===== src/design/lls_pkg.sv =====
// ----------------------------------------------------------------------------
// lls_pkg: shared types and constants of the life-like automaton step
// Cell state codes, register indexes, register widths and the flag set that
// describes the results of one accepted cell.
// ----------------------------------------------------------------------------
package lls_pkg;

  // Widths of the configuration registers and of a cell state.
  localparam int WIDTH_REG_W  = 12;
  localparam int HEIGHT_REG_W = 13;
  localparam int MASK_W       = 9;
  localparam int CFG_DATA_W   = 13;
  localparam int STATE_W      = 2;

  // Depth of the queue between the front and the back.
  localparam int QUEUE_DEPTH  = 4;

  // Cell state codes. The spare code is handled as always alive.
  localparam logic [STATE_W-1:0] ST_DEAD   = 2'd0;
  localparam logic [STATE_W-1:0] ST_ALIVE  = 2'd1;
  localparam logic [STATE_W-1:0] ST_ALWAYS = 2'd2;
  localparam logic [STATE_W-1:0] ST_SPARE  = 2'd3;

  // Configuration register indexes.
  typedef enum logic [1:0] {
    REG_GRID_WIDTH   = 2'd0,
    REG_GRID_HEIGHT  = 2'd1,
    REG_BIRTH_MASK   = 2'd2,
    REG_SURVIVE_MASK = 2'd3
  } reg_index_t;

  // Results caused by one accepted cell: an interior update, a border
  // pass-through, or both, plus the end-of-generation mark.
  typedef struct packed {
    logic               upd_valid;
    logic [STATE_W-1:0] upd_state;
    logic               brd_valid;
    logic [STATE_W-1:0] brd_state;
    logic               done;
  } lls_flags_t;

  // Count of live neighbors among eight cells.
  function automatic logic [3:0] count_live(input logic [7:0] live);
    logic [3:0] sum;
    sum = 4'd0;
    for (int i = 0; i < 8; i++) begin
      sum = sum + {3'd0, live[i]};
    end
    return sum;
  endfunction

endpackage


===== src/design/lls_queue.sv =====
// ----------------------------------------------------------------------------
// lls_queue: short queue between the front and the back
// Holds the classified cells so that intake and result delivery stall on
// their own.
// ----------------------------------------------------------------------------
module lls_queue import lls_pkg::*; #(
  parameter int DATA_W = 32
) (
  input  logic              clk,
  input  logic              rst,
  input  logic              push,
  input  logic [DATA_W-1:0] push_data,
  output logic              full,
  input  logic              pop,
  output logic [DATA_W-1:0] pop_data,
  output logic              empty
);

  localparam int PW = $clog2(QUEUE_DEPTH);
  localparam int NW = $clog2(QUEUE_DEPTH + 1);

  logic [DATA_W-1:0] slots [QUEUE_DEPTH];
  logic [PW-1:0]     head;
  logic [PW-1:0]     tail;
  logic [NW-1:0]     fill;

  assign full     = fill == NW'(QUEUE_DEPTH);
  assign empty    = fill == '0;
  assign pop_data = slots[head];

  // Pointers and fill level.
  always_ff @(posedge clk) begin
    if (rst) begin
      head <= '0;
      tail <= '0;
      fill <= '0;
    end else begin
      if (push) begin
        tail <= tail + PW'(1);
      end
      if (pop) begin
        head <= head + PW'(1);
      end
      if (push && !pop) begin
        fill <= fill + NW'(1);
      end else if (pop && !push) begin
        fill <= fill - NW'(1);
      end
    end
  end

  // Storage.
  always_ff @(posedge clk) begin
    if (push) begin
      slots[tail] <= push_data;
    end
  end

endmodule


===== config.mk =====
export PLATFORM = sky130hd
export DESIGN_NAME = lls_queue
export DESIGN_NICKNAME = d
export VERILOG_FILES = /design/src/design/lls_pkg.sv /design/src/design/lls_queue.sv
export SDC_FILE = /design/constraint.sdc
export NUM_CORES = 1
export LEC_CHECK = 0
export ABC_AREA = 1
export ABC_CLOCK_PERIOD_IN_PS = 3000
export BUFFER_PORTS_ARGS = -buffer_cell sky130_fd_sc_hd__clkbuf_2
export CAP_MARGIN = 15
export CORE_MARGIN = 4
export CORE_UTILIZATION = 43
export CTS_CLUSTER_DIAMETER = 80
export DETAILED_ROUTE_END_ITERATION = 6
export GPL_TIMING_DRIVEN = 0
export MAX_ROUTING_LAYER = met4
export SETUP_SLACK_MARGIN = 0.2
export SLEW_MARGIN = 0
export SYNTH_ARGS = -nofsm -noshare
export SYNTH_HDL_FRONTEND = slang
export SYNTH_SLANG_ARGS = --single-unit

===== constraint.sdc =====
create_clock -name clk -period 3 [get_ports clk]
set_input_delay 0.3 -clock clk [delete_from_list [all_inputs] [get_ports clk]]
set_output_delay 0.3 -clock clk [all_outputs]
set_load 0.005 [all_outputs]

Word level (Yosys, flattened, before mapping)
Memories as Yosys holds them, arrays and structs flattened. A register that Yosys moved wholly into a read port is not among the register bits.
Index checks and enable logic that the tools add are counted.
{ "word_totals": {"reg_bits": 7, "ramBits": 128, "in_bits": 36, "elab_cells": 21, "n_memories": 1} }
{ "classes": {"n_addsub": 4, "eq_ne": 1, "muxes": 6, "reduce_logical": 6} }
{ "mem_list": {"columns": ["memory", "depth", "width", "read_ports", "rd_ports_with_merged_regs", "wr", "line", "rtl"], "rows": [
  ["slots", 4, 32, 1, 1, 1, "lls_queue.sv:22", "logic [DATA_W-1:0] slots [QUEUE_DEPTH];"]
]} }
{ "ops": {"columns": ["cell", "n"], "rows": [
  ["two-way mux 3 bit", 2],
  ["adder 2 x 1 -> 2 bit, second input constant", 2],
  ["two-way mux 2 bit", 2],
  ["adder 3 x 1 -> 3 bit, second input constant", 1],
  ["equality test 3 bit, second input constant", 1],
  ["logical NOT 3 bit", 1],
  ["subtractor 3 x 1 -> 3 bit, second input constant", 1],
  ["logical AND 1 bit", 2],
  ["logical NOT 1 bit", 2],
  ["two-way mux 1 bit", 2],
  ["nonzero test 2 bit", 1]
]} }

Depth between registers and ports, before layout
{ "depth": {"depth_word": 4, "ltp_mapped": 10, "mapped_depth_nobuf": 10} }

Least setup slack after synthesis
No wires, ideal clock.
{ "synth_timing": {"kind": "register -> register", "from": "register tail[0]", "to": "memory slots[2][0] (enable)", "setup_ns": 0.387, "t_arrival_ns": 1.222, "required_time_ns": 2.613, "setup_slack_ns": 1.391, "path_stages_with_launch": 5, "n_path_buf": 0, "synth_period_minus_slack_ns": 1.609, "cell_sequence": "dfxtp_1 inv_1 ha_1 nand2_1 inv_1"} }
{ "synth_lines": {"columns": ["element", "line", "rtl"], "rows": [
  ["from (decl)", "lls_queue.sv:24", "logic [PW-1:0] tail;"],
  ["from (signal assigned)", "lls_queue.sv:39", "tail <= tail + PW'(1);"],
  ["to (decl)", "lls_queue.sv:22", null]
]} }
No word-level cell before the write port.

==> out/results.tsv <==
stage	metric	value	unit
outcome	outcome	complete, no violations	
timing	timing_max_transition_violations_final	0	
floorplanning	die_extent_in_x	118	um
drt	remaining_drcs	0	
grt	largest_net_degree_at_the_start_of_global_routing	33	
worst_setup_path	startpoint_type	register	
worst_setup_path	path_class	register to output pin	
worst_setup_path	worst-r2r-cell-count	4	
grt	grt_first_pass_wirelength	16.7	mm
timing	setup_total_negative_slack	0	ns
logic_synthesis	mappedNetlistNets	409	
timing	finalWorstSetupSlack	0.990	ns
clock_tree	cts-root-to-sink-buffers	2	
worst_setup_path	crit_path_max_fanout	10	
cells_and_area	fillCellCount	957	
drt	drt_first_iter_violations	186	
job	drv_cap	0	
timing	setup_violations	0	
worst_setup_path	critical_path.endpoint_type	output pin	
drt	antenna_violating_nets_post_route	0	
drt	detail_route.vias_per_cell	5.15	
timing	max_freq	0.498	GHz
clock_tree	post_cts_resize_count	0	
logic_synthesis	synth_seq_area_share	77.0	%
timing	setup_repair_after_global_routing_missed_its_margin	no	
grt	grt.total_usage	16.4	%
placement	gp_congestion	0.727	
logic_synthesis	synthDistinctLibCells	21	
logic_synthesis	cell_area_synth	0.00522	sq mm
cells_and_area	nets	497	
clock_tree	post_cts_hold_buffer_count	0	
floorplanning	die-area	0.0140	sq mm
drt	drt-total-wl	10.8	mm
clock_tree	numCtsBuffers	17	
grt	first_global_vias	3187	
power_and_ir_drop	vdd_ir_drop_max	0.289	mV
floorplanning	die_h	118	um
placement	io_buffers	69	
cells_and_area	drive_gt1_share	25.0	%
worst_setup_path	crit_arrival	1.71	ns
logic_synthesis	synth-seq-cells	137	
drt	final_routed_wire_length_divided_by_cell_count	17.6	um
logic_synthesis	syn-mean-instance-area	14.2	sq um
timing	final_period_minus_worst_setup_slack	2.01	ns
clock_tree	worst_setup_hold_path_clk_slew	0.05	ns
timing	max_slew_margin	45.2	%
floorplanning	placementRows	39	
timing	final_hold_violations	0	
cells_and_area	area_growth	21.4	%
floorplanning	boundaryPins	70	
clock_tree	worstSkewPairLatency	0.41	ns
floorplanning	core-area	0.0117	sq mm
grt	grt-ovfl-total	0	
floorplanning	starting_density	44.8	%
worst_hold_path	timing.hold.worst.class	input pin to register	
clock_tree	clock_sink_count	137	
worst_setup_path	timing.critical_path.required	2.70	ns
power_and_ir_drop	cellLeakagePower	2.35	nW
worst_hold_path	min_delay_path_depth	2	
clock_tree	cts-htree-levels	4	
timing	transition_time_of_the_tightest_slew_check_pin	0.821	ns
cells_and_area	antenna-diode-count	0	
placement	detailed_place_hpwl	6.30	mm
timing	min_period_over_period	67.0	%
drt	number_of_search_and_repair_iterations_in_the_first_detailed_routing_pass	4	
drt	route.vias.total	3148	
clock_tree	post_cts.repair.setup_buffers	0	
timing	fin_skew	0.00493	ns
grt	antenna_found_initial	0	
placement	dpl_worst_slack	1.34	ns
clock_tree	clock_tree_from_tritoncts	yes	
clock_tree	root_buffer	clkbuf_16	
logic_synthesis	synth-warning-count	0	
logic_synthesis	synthCells	367	
power_and_ir_drop	powerDensity	741	mW/mm^2
==> cell type report <==
cell class / count / area, sq um / share of cell area (%)
well taps: 143 / 179 / 2.82
flip-flops and latches: 137 / 4020 / 63.5
repair buffers: 69 / 345 / 5.45
multi-input cells: 194 / 970 / 15.3
clock buffers: 22 / 444 / 7.00
plain buffers: 19 / 158 / 2.49
clock inverters: 10 / 150 / 2.37
inverters: 17 / 71.3 / 1.12
==> critical path, cell delays in order, from the launching register on <==
cell and delay (ns):
dfxtp_1 0.35, clkbuf_1 0.37, o21ai_0 0.19, o22ai_1 0.24, clkbuf_2 0.15
==> flip-flops by register name, summed over array words and instances (netlist names), named ones only <==
signal,count
head,2
fill,3
slots,128
tail,2
==> synth_stat cells <==
cell type	count	share of area, %
edfxtp_1	128	74
nor2_1	70	5.0
o21ai_0	41	3.9
o22ai_1	32	3.8
o21ai_1	28	2.7
inv_1	15	1.1
buf_6	9	1.9
dfxtp_1	9	3.4
nand2_1	9	0.65
buf_2	6	0.58
ha_1	5	1.2
a21oi_1	3	0.29
buf_4	3	0.43
nor3_1	2	0.19
clkbuf_1	1	0.072
fa_1	1	0.38
inv_2	1	0.072
inv_8	1	0.22
nand3_1	1	0.096
nand4_1	1	0.12
xor2_1	1	0.17
==> metal layers <==
| metal | vias up | track usage, % | routed length (um) |
|---|---|---|---|
| met5 | - | - | 0 |
| met4 | 0 | 7.03 | 119 |
| met3 | 10 | 4.97 | 502 |
| met1 | 1524 | 19.4 | 4670 |
| met2 | 73 | 26.2 | 5490 |
| li1 | 1541 | - | - |
==> power breakdown <==
group | internal [mW] | total (mW) | switching (mW)
clock | 1.38 | 2.10 | 0.716
sequential | 2.18 | 2.21 | 0.0269
combinational | 0.149 | 0.394 | 0.245
total | 3.71 | 4.70 | 0.988
==> path summary, 6_finish.rpt <==
check                       to     start  slack, ns
setup reg to reg  slots[0][28]   tail[0]       1.37
hold reg to reg        head[1]   head[1]       0.45
hold / removal         fill[0]       rst       0.06
setup / recovery  pop_data[29]  register       0.99
==> stage by stage <==
stage | util [%] | cells | hold WS (ns) | total power [mW] | area, sq um
floorplan | - | 367 | 0.372 | 2.46 | 5220
global placement | 49.3 | 579 | 0.434 | 2.64 | 5750
detailed placement | 49.3 | 579 | 0.443 | 2.65 | 5750
CTS | 54.4 | 611 | 0.0409 | 4.74 | 6340
global route | 54.4 | 611 | 0.0508 | 4.87 | 6340
finish | 54.4 | 611 | 0.0576 | 4.70 | 6340
==> kinds of logic (layout without fill, tap and decap cells) <==
| logic type | count (synthesis) | count (layout) | synth area share [%] |
|---|---|---|---|
| flip-flops | 137 | 137 | 77.0 |
| AO/OA/AOI/OAI | 104 | 104 | 10.7 |
| AND/OR/NAND/NOR | 83 | 83 | 6.09 |
| buffers and inverters | 36 | 137 | 4.38 |
| adder cells (fa/ha/maj) | 6 | 6 | 1.58 |
| XOR/XNOR | 1 | 1 | 0.168 |
==> layout by cell type (no fill, tap or decap), types with 2 or more instances in the layout <==
cell type | synthesis | final
a21oi_1 | 3 | 3
buf_2 | 6 | 6
buf_4 | 3 | 3
buf_6 | 9 | 9
bufinv_16 | 0 | 4
clkbuf_1 | 1 | 6
clkbuf_16 | 0 | 17
clkbuf_2 | 0 | 69
clkinv_1 | 0 | 3
clkinv_2 | 0 | 2
dfxtp_1 | 9 | 9
edfxtp_1 | 128 | 128
ha_1 | 5 | 5
inv_1 | 15 | 11
inv_2 | 1 | 5
nand2_1 | 9 | 9
nor2_1 | 70 | 70
nor3_1 | 2 | 2
o21ai_0 | 41 | 41
o21ai_1 | 28 | 28
o22ai_1 | 32 | 32
(Power assumes the default switching activity.)
