--- config.mk ---
export PLATFORM = sky130hd
export DESIGN_NAME = lls_back
export DESIGN_NICKNAME = d
export VERILOG_FILES = /design/src/design/lls_pkg.sv /design/src/design/lls_back.sv
export SDC_FILE = /design/constraint.sdc
export NUM_CORES = 1
export LEC_CHECK = 0
export ABC_AREA = 1
export BUFFER_PORTS_ARGS = -buffer_cell sky130_fd_sc_hd__buf_4
export CORE_MARGIN = 2
export CORE_UTILIZATION = 51
export CTS_CLUSTER_DIAMETER = 50
export DETAILED_ROUTE_END_ITERATION = 10
export GPL_TIMING_DRIVEN = 0
export PLACE_DENSITY_LB_ADDON = 0.25
export SLEW_MARGIN = 15
export SYNTH_ARGS = -nofsm -noshare
export SYNTH_HDL_FRONTEND = slang
export SYNTH_SLANG_ARGS = --single-unit
--- constraint.sdc ---
create_clock -name clk -period 2.3 [get_ports clk]
set_clock_uncertainty 0.1 [all_clocks]
set_input_delay 0.575 -clock clk [delete_from_list [all_inputs] [get_ports clk]]
set_output_delay 0.575 -clock clk [all_outputs]
set_load 0.02 [all_outputs]
--- src/design/lls_pkg.sv ---
// ----------------------------------------------------------------------------
// lls_pkg: shared types and constants of the life-like automaton step
// Cell state codes, register indexes, register widths and the flag set that
// describes the results of one accepted cell.
// ----------------------------------------------------------------------------
package lls_pkg;

  // Widths of the configuration registers and of a cell state.
  localparam int WIDTH_REG_W  = 12;
  localparam int HEIGHT_REG_W = 13;
  localparam int MASK_W       = 9;
  localparam int CFG_DATA_W   = 13;
  localparam int STATE_W      = 2;

  // Depth of the queue between the front and the back.
  localparam int QUEUE_DEPTH  = 4;

  // Cell state codes. The spare code is handled as always alive.
  localparam logic [STATE_W-1:0] ST_DEAD   = 2'd0;
  localparam logic [STATE_W-1:0] ST_ALIVE  = 2'd1;
  localparam logic [STATE_W-1:0] ST_ALWAYS = 2'd2;
  localparam logic [STATE_W-1:0] ST_SPARE  = 2'd3;

  // Configuration register indexes.
  typedef enum logic [1:0] {
    REG_GRID_WIDTH   = 2'd0,
    REG_GRID_HEIGHT  = 2'd1,
    REG_BIRTH_MASK   = 2'd2,
    REG_SURVIVE_MASK = 2'd3
  } reg_index_t;

  // Results caused by one accepted cell: an interior update, a border
  // pass-through, or both, plus the end-of-generation mark.
  typedef struct packed {
    logic               upd_valid;
    logic [STATE_W-1:0] upd_state;
    logic               brd_valid;
    logic [STATE_W-1:0] brd_state;
    logic               done;
  } lls_flags_t;

  // Count of live neighbors among eight cells.
  function automatic logic [3:0] count_live(input logic [7:0] live);
    logic [3:0] sum;
    sum = 4'd0;
    for (int i = 0; i < 8; i++) begin
      sum = sum + {3'd0, live[i]};
    end
    return sum;
  endfunction

endpackage

--- src/design/lls_back.sv ---
// ----------------------------------------------------------------------------
// lls_back: result delivery
// Expands each queued cell into one or two result transactions, the interior
// update first, and holds the oldest result in an output register.
// ----------------------------------------------------------------------------
module lls_back import lls_pkg::*; #(
  parameter int MAX_WIDTH  = 2048,
  parameter int MAX_HEIGHT = 4096
) (
  input  logic                              clk,
  input  logic                              rst,
  input  logic                              q_empty,
  input  lls_flags_t                        q_flags,
  input  logic [$clog2(MAX_WIDTH)-1:0]      q_col,
  input  logic [$clog2(MAX_HEIGHT)-1:0]     q_row,
  output logic                              q_pop,
  output logic                              empty,
  input  logic                              pop,
  output logic [$clog2(MAX_WIDTH)-1:0]      cell_col,
  output logic [$clog2(MAX_HEIGHT)-1:0]     cell_row,
  output logic [STATE_W-1:0]                new_state,
  output logic                              last_of_run,
  output logic                              generation_done
);

  localparam int CW = $clog2(MAX_WIDTH);
  localparam int RW = $clog2(MAX_HEIGHT);

  logic out_valid;
  logic phase;
  logic load;
  logic send_upd;
  logic two_results;

  // Load a new result whenever the output register is free or being taken.
  always_comb begin
    load        = !q_empty && (!out_valid || pop);
    send_upd    = q_flags.upd_valid && !phase;
    two_results = send_upd && q_flags.brd_valid;
    q_pop       = load && !two_results;
  end

  assign empty = !out_valid;

  // Output valid flag and the step within a two-result cell.
  always_ff @(posedge clk) begin
    if (rst) begin
      out_valid <= 1'b0;
      phase     <= 1'b0;
    end else begin
      if (load) begin
        out_valid <= 1'b1;
        phase     <= two_results;
      end else if (pop) begin
        out_valid <= 1'b0;
      end
    end
  end

  // Output payload.
  always_ff @(posedge clk) begin
    if (load) begin
      if (send_upd) begin
        cell_col        <= q_col - CW'(1);
        cell_row        <= q_row - RW'(1);
        new_state       <= q_flags.upd_state;
        last_of_run     <= !q_flags.brd_valid;
        generation_done <= !q_flags.brd_valid && q_flags.done;
      end else begin
        cell_col        <= q_col;
        cell_row        <= q_row;
        new_state       <= q_flags.brd_state;
        last_of_run     <= 1'b1;
        generation_done <= q_flags.done;
      end
    end
  end

endmodule
-- After elaboration in Yosys (flattened, before gate mapping)
Index checks and enable logic that the tools add are counted.
- output and inout port bits: 29
- word-level logic and storage cells: 27
- register bits: 29
- bits of input ports: 34
- reduce and logical (&&, ||, !) cells: 12
- add/subtract/negate cells: 2
- muxes and demuxes: 6
- operators with widths (cell ; count):
    $mux 12 ; 1
    $sub 12x1->12 const B ; 1
    $mux 11 ; 1
    $sub 11x1->11 const B ; 1
    $logic_and 1x1->1 ; 5
    $logic_not 1->1 ; 5
    $mux 1 ; 3
    $mux 2 ; 1
    $reduce_bool 2->1 ; 1
    $logic_or 1x1->1 ; 1

-- Depth between registers and ports, before layout
Gate-level depths: netlist (run 1).
- word-level depth: 5
- depth in mapped cells: 8
- mapped depth without buffers: 8

-- Worst setup path after synthesis (run 1)
Ideal clock, no wire load.
- path type: in2reg
- from: in pop
- to: reg cell_col[0] (enable)
- required time: 1818 ps
- path buffers: 0
- library setup time: 382 ps
- cell stages on the path: 4
- slack: 546 ps
- data arrival time: 1271 ps
- cell sequence: inv_1 > nand2_1 > nand2_1 > inv_1
- cells in the longest elaborated chain, start to end: 2
- ends and longest elaborated chain (item ; RTL line ; RTL):
    from (decl) ; lls_back.sv:18 ; input logic pop,
    $logic_or 1x1->1 ; lls_back.sv:37 ; load = !q_empty && (!out_valid || pop);
    $logic_and 1x1->1 ; lls_back.sv:37 ;
    net load ; lls_back.sv:31 ; logic load;
    to (signal assigned) ; lls_back.sv:64 ; cell_col <= q_col - CW'(1);
    to (signal assigned) ; lls_back.sv:70 ; cell_col <= q_col;
    to (decl) ; lls_back.sv:19 ; output logic [$clog2(MAX_WIDTH)-1:0] cell_col,
The timed path passes the listed nets, and every way through them passes these cells.
A chain may end at the register's enable or synchronous reset.

-- Worst setup path in the final report (run 1)
- from: reg phase
- to: out q_pop
- cells in the longest elaborated chain, start to end: 5
- ends and longest elaborated chain (item ; RTL line ; RTL):
    from (decl) ; lls_back.sv:30 ; logic phase;
    from (signal assigned) ; lls_back.sv:53 ; phase <= two_results;
    $logic_not 1->1 ; lls_back.sv:38 ; send_upd = q_flags.upd_valid && !phase;
    $logic_and 1x1->1 ; lls_back.sv:38 ;
    $logic_and 1x1->1 ; lls_back.sv:39 ; two_results = send_upd && q_flags.brd_valid;
    $logic_not 1->1 ; lls_back.sv:40 ; q_pop = load && !two_results;
    $logic_and 1x1->1 ; lls_back.sv:40 ;
    to (decl) ; lls_back.sv:16 ; output logic q_pop,
Every way passes these cells.

==> impl_metrics.toml, run 1 <==
[route]
ant_nets = 0
vias = 1375
drc = 0
post_drt_wl_per_cell_um = 10.3
drtIter0Drc = 30
avgViaCountPerCell = 4.82
drt_wl_total_um = 2940
drt_first_pass_iters = 4

[synth]
yosys_register_bits = 29
synth_top_family_by_area = "simple AND/OR/NAND/NOR gates"
synth_nets = 221
syn-instance-count = 185
post_synth_mux_area_share = 0
synthAdderAreaFrac = 0.0162
yosys.area_share.simple = 0.311
synth_area_leaders = "edfxtp_1 (52%), nand2_1 (15%), inv_1 (7.0%)"
avgSynthCellArea_um2 = 8.36
yosysSeqAreaShare = 0.550
synth.distinct_cells = 17
syn-cell-area_mm2 = 0.00155
yosys_warnings = 0
yosys.area.top_type = "edfxtp_1"
synth_xor_area_frac = 0.0283
synth_compound_area_frac = 0.0243
synth_top_area_frac = 0.524

[finish]
areaGrowthSynthToFinish_pct = 35.5
final_nets = 290
antenna_cells = 0
stdcell_area_mm2 = 0.00210
drive_gt1_frac = 0.280
instances_no_fill = 285

[clock_network]
cts_resized = 0
htree_num_levels = 2
cts.clk_slew.worst_paths_ns = 0.09
root_buffer = "clkbuf_4"
cts_tree = "yes"
clk_latency_ns = 0.32
cts_buffer_depth = 2
numClockSinks = 29
post-cts-setup-buffers = 0
cts_buffers = 5
cts_hold_buf = 0

[critical_path]
crit_required_ns = 1.62
path_max_fanout = 10
arrival_ns = 1.42
critPathLaunch = "phase$_SDFFE_PP0P_"
reg2reg_slack_ns = 0.62
r2r_cells = 3
worst_setup_path_end_kind = "primary output"
path_class = "flip-flop to primary output"
regToRegEndpoint = "cell_col[5]$_DFFE_PP_"
r2r_start = "out_valid$_SDFFE_PP0P_"
crit_path_start_kind = "flip-flop"
crit_path_end = "q_pop"

[sta]
rsz0062_at_grt = "false"
hold_viol = 0
period_minus_slack_ns = 2.10
setup_viol = 0
post-route-period-util = 0.911
worst_pin_slew_ns = 0.995
fin_hold_ws_ns = 0.302
slew_violations = 0
fmax_ghz = 0.477
tns_ns = 0
max_slew_margin = 0.336

[place]
port-buffer-count = 62
dpl_cell_area_mm2 = 0.00205
gp_congestion = 0.791
dp_hpwl_um = 2340
place_inst = 278

[floorplanning]
die_w_um = 59.1
dieArea_mm2 = 0.00349
fp-row-count = 19
ioPinCount = 63
initial_core_util = 0.547
core_area_mm2 = 0.00283
die_y_um = 59.1

[pwr]
p_total_uw = 1130
pwr-share-comb = 0.212
ir_drop_uv = 337
p_leak_uw = 0.00102
power_density_mw_per_mm2 = 540
sequentialPowerShare = 0.556
switchingPower_uw = 297
p_int_uw = 835
power.share.clock = 0.232
switching_share = 0.262

[grt]
antenna_found_initial = 0
grt_pass1_vias = 1155
grt_pass1_wl_um = 4800
grt_overflow_total = 0
grt_max_degree = 29
grt.total_usage = 0.192

[min_path]
hold_class = "input pin to flip-flop"

[run_status]
status = "finished clean"

[run]
cap_violations = 0
-- synthesized netlist by cell type (all sizes together) --
library cell / instances
edfxtp: 27
xor2: 4
xnor2: 1
o21ai: 5
nand2: 64
and2: 1
ha: 2
nand3b: 5
nand3: 12
nor2: 31
dfxtp: 2
inv: 29
o21bai: 1
a21oi: 1
-- flip-flops by register name, summed over array words and instances (netlist names) --
name	cells
phase	1
new_state	2
cell_row	12
cell_col	11
out_valid	1
last_of_run	1
generation_done	1
-- worst max-delay path, cell delays in order (launching register included) --
cell and delay, ns:
dfxtp_1 0.40, inv_1 0.13, nand2_2 0.18, nor2_1 0.08
nor2_1 0.13, buf_4 0.16
-- routing by layer --
metal	vias up	track usage	wire, µm
li1	722	-	-
met1	599	0.209	1170
met2	47	0.333	1550
met3	7	0.0459	155
met4	0	0.117	67
met5	-	0	0
-- area by class of cell --
class | instances | area, µm²
tap | 31 | 38.8
fill | 225 | 733
clock buffer | 6 | 41.3
inverter | 29 | 109
timing repair buffer | 62 | 465
clock inverter | 1 | 3.75
multi-input combinational | 127 | 587
sequential | 29 | 851
-- cells in the final DEF, fill, tap and decap left out --
| cell | instances |
|---|---|
| a21oi_1 | 1 |
| and2_1 | 1 |
| buf_4 | 62 |
| clkbuf_1 | 1 |
| clkbuf_4 | 5 |
| clkinv_1 | 1 |
| dfxtp_1 | 2 |
| edfxtp_1 | 27 |
| ha_1 | 2 |
| inv_1 | 29 |
| nand2_1 | 63 |
| nand2_2 | 1 |
| nand3_1 | 12 |
| nand3b_1 | 5 |
| nor2_1 | 28 |
| nor2_2 | 1 |
| nor2_4 | 2 |
| o21ai_0 | 5 |
| o21bai_1 | 1 |
| xnor2_1 | 1 |
| xor2_1 | 4 |
-- stage by stage --
stage,util,setup WS [ns]
after detailed placement,0.725,0.250
after global routing,0.741,0.0972
final,0.741,0.205
after global placement,0.725,0.275
after floorplan,-,0.546
after CTS,0.741,0.205
-- power by group through the flow --
stage | logic, µW | registers, µW | clock network, µW
finish | 240 | 629 | 262
global route | 264 | 633 | 300
CTS | 242 | 630 | 269
detailed placement | 240 | 642 | 0
global placement | 237 | 641 | 0
floorplan | 79.2 | 683 | 0
-- how the worst min path moves through the flow --
stage,from,endpoint,slack [ns],cells past startpoint
after CTS,rst,out_valid$_SDFFE_PP0P_,0.29,2
final,rst,out_valid$_SDFFE_PP0P_,0.30,2
after floorplan,out_valid$_SDFFE_PP0P_,out_valid$_SDFFE_PP0P_,0.35,2
after global routing,rst,out_valid$_SDFFE_PP0P_,0.28,2
after detailed placement,out_valid$_SDFFE_PP0P_,out_valid$_SDFFE_PP0P_,0.39,2
after global placement,out_valid$_SDFFE_PP0P_,out_valid$_SDFFE_PP0P_,0.37,2
-- cells by family after synthesis --
| group | after synthesis |
|---|---|
| buffers and inverters | 29 |
| adders and majority gates | 2 |
| and+or+nand+nor | 113 |
| DFF | 29 |
| xor gates and xnor gates | 5 |
| AOI/OAI and AO/OA | 7 |
Power figures use the tool's default switching activity.
==> run 2: changes to the inputs <==
Settings changed: CORE_UTILIZATION 51 to 45.
==> run 2 against run 1 <==
Net effect: via count shrank 2.4%; non-clock buffer count is the same; first-iteration DRC count down 10%; final cell count grew 5.3%; critical endpoint unchanged.
==> impl_metrics.toml, run 2 (synthesis results as in run 1) <==
[run_status]
status = "finished clean"

[sta]
rsz0062_at_grt = "false"
setup_viol = 0
tns_ns = 0
slew_violations = 0
period_minus_slack_ns = 2.06
worst_pin_slew_ns = 0.976
hold_viol = 0
post-route-period-util = 0.894
fmax_ghz = 0.486
max_slew_margin = 0.349
fin_hold_ws_ns = 0.303

[route]
drtIter0Drc = 27
drt_wl_total_um = 2970
ant_nets = 0
drc = 0
vias = 1342
top_layer_used = "met4"
post_drt_wl_per_cell_um = 9.89
wl_met1_um = 1210
wl_met2_um = 1470
drt_first_pass_iters = 4
wl_met3_um = 180
avgViaCountPerCell = 4.47

[critical_path]
crit_required_ns = 1.62
arrival_ns = 1.38
reg2reg_slack_ns = 0.64
crit_path_start_kind = "flip-flop"
r2r_cells = 3
r2r_start = "out_valid$_SDFFE_PP0P_"
regToRegEndpoint = "cell_col[3]$_DFFE_PP_"
path_class = "flip-flop to primary output"
path_max_fanout = 10
worst_setup_path_end_kind = "primary output"

[finish]
drive_gt1_frac = 0.280
final_nets = 290
areaGrowthSynthToFinish_pct = 36.7
largest-register = "cell_row"
largest_register_ffs = 12
reg_top3 = "cell_row x12, cell_col x11, new_state x2"
antenna_cells = 0
layout_common_cells = "nand2_1 (63), buf_4 (62), inv_1 (29)"
final_common_cell = "nand2_1"

[clock_network]
cts_tree = "yes"
cts_resized = 0
cts_buffers = 5
cts.clk_slew.worst_paths_ns = 0.08
cts_buffer_depth = 2
root_buffer = "clkbuf_4"
htree_num_levels = 2
cts_hold_buf = 0
numClockSinks = 29
clk_latency_ns = 0.32
post-cts-setup-buffers = 0

[place]
gp_congestion = 0.771
port-buffer-count = 62
dp_hpwl_um = 2390

[floorplanning]
die_y_um = 62.6
dieArea_mm2 = 0.00392
core_area_mm2 = 0.00331
initial_core_util = 0.467
fp-row-count = 21
ioPinCount = 63
die_w_um = 62.6

[min_path]
hold_class = "input pin to flip-flop"
hold_depth = 2
holdCritStartpoint = "rst"
hold-path-endpoint = "out_valid$_SDFFE_PP0P_"

[grt]
antenna_found_initial = 0
grt_max_degree = 29
grt.total_usage = 0.174
grt_pass1_wl_um = 5290
grt_pass1_vias = 1328
grt_overflow_total = 0

[pwr]
p_int_uw = 835
switching_share = 0.264
pwr-share-comb = 0.212
ir_drop_uv = 283
power_density_mw_per_mm2 = 536
sequentialPowerShare = 0.555
switchingPower_uw = 299
power.share.clock = 0.233
p_leak_uw = 0.00102

[run]
cap_violations = 0
==> run 2: cell counts in the layout (fill, tap and decap cells not counted) <==
Identical to the previous run, type by type.
==> run 2: power groups by stage <==
| stage | Sequential [µW] | Combinational, µW | Clock [µW] |
|---|---|---|---|
| floorplan | 683 | 79.2 | 0 |
| global placement | 640 | 238 | 0 |
| detailed placement | 642 | 242 | 0 |
| CTS | 630 | 243 | 271 |
| global route | 634 | 265 | 291 |
| finish | 629 | 240 | 264 |
==> run 2: cell type report <==
cell class / count / area [µm²]
Inverter: 29 / 109
Tap cell: 46 / 57.6
Timing Repair Buffer: 62 / 465
Clock inverter: 1 / 3.75
Sequential cell: 29 / 851
Clock buffer: 6 / 41.3
Multi-Input combinational cell: 127 / 587
Fill cell: 313 / 1200
==> run 2: worst max-delay path by stage <==
stage | from | end | slack [ns]
2_1_floorplan | pop | cell_col[0]$_DFFE_PP_ | 0.55
3_3_place_gp | pop | cell_col[10]$_DFFE_PP_ | 0.26
3_5_place_dp | pop | cell_col[10]$_DFFE_PP_ | 0.26
4_1_cts | phase$_SDFFE_PP0P_ | q_pop | 0.22
5_1_grt | phase$_SDFFE_PP0P_ | q_pop | 0.10
6_report | phase$_SDFFE_PP0P_ | q_pop | 0.24
==> run 2: critical path: stages (launching register included) <==
cell     delay, ns
dfxtp_1       0.39
inv_1         0.13
nand2_2       0.18
nor2_1        0.08
nor2_1        0.12
buf_4         0.16
==> run 2: stage by stage <==
stage	cells	instance area, µm²	power, µW	utilization	setup WS (ns)
finish	300	2110	1130	0.639	0.243
global route	300	2110	1190	0.639	0.101
CTS	300	2110	1140	0.639	0.222
detailed placement	293	2070	884	0.625	0.255
global placement	293	2070	879	0.625	0.264
floorplan	185	1550	763	-	0.546
==> run 2: layer usage <==
metal,GRT usage,vias to the layer above
met5,0,-
met4,0.117,0
met3,0.0432,10
met2,0.313,38
met1,0.177,575
li1,-,719
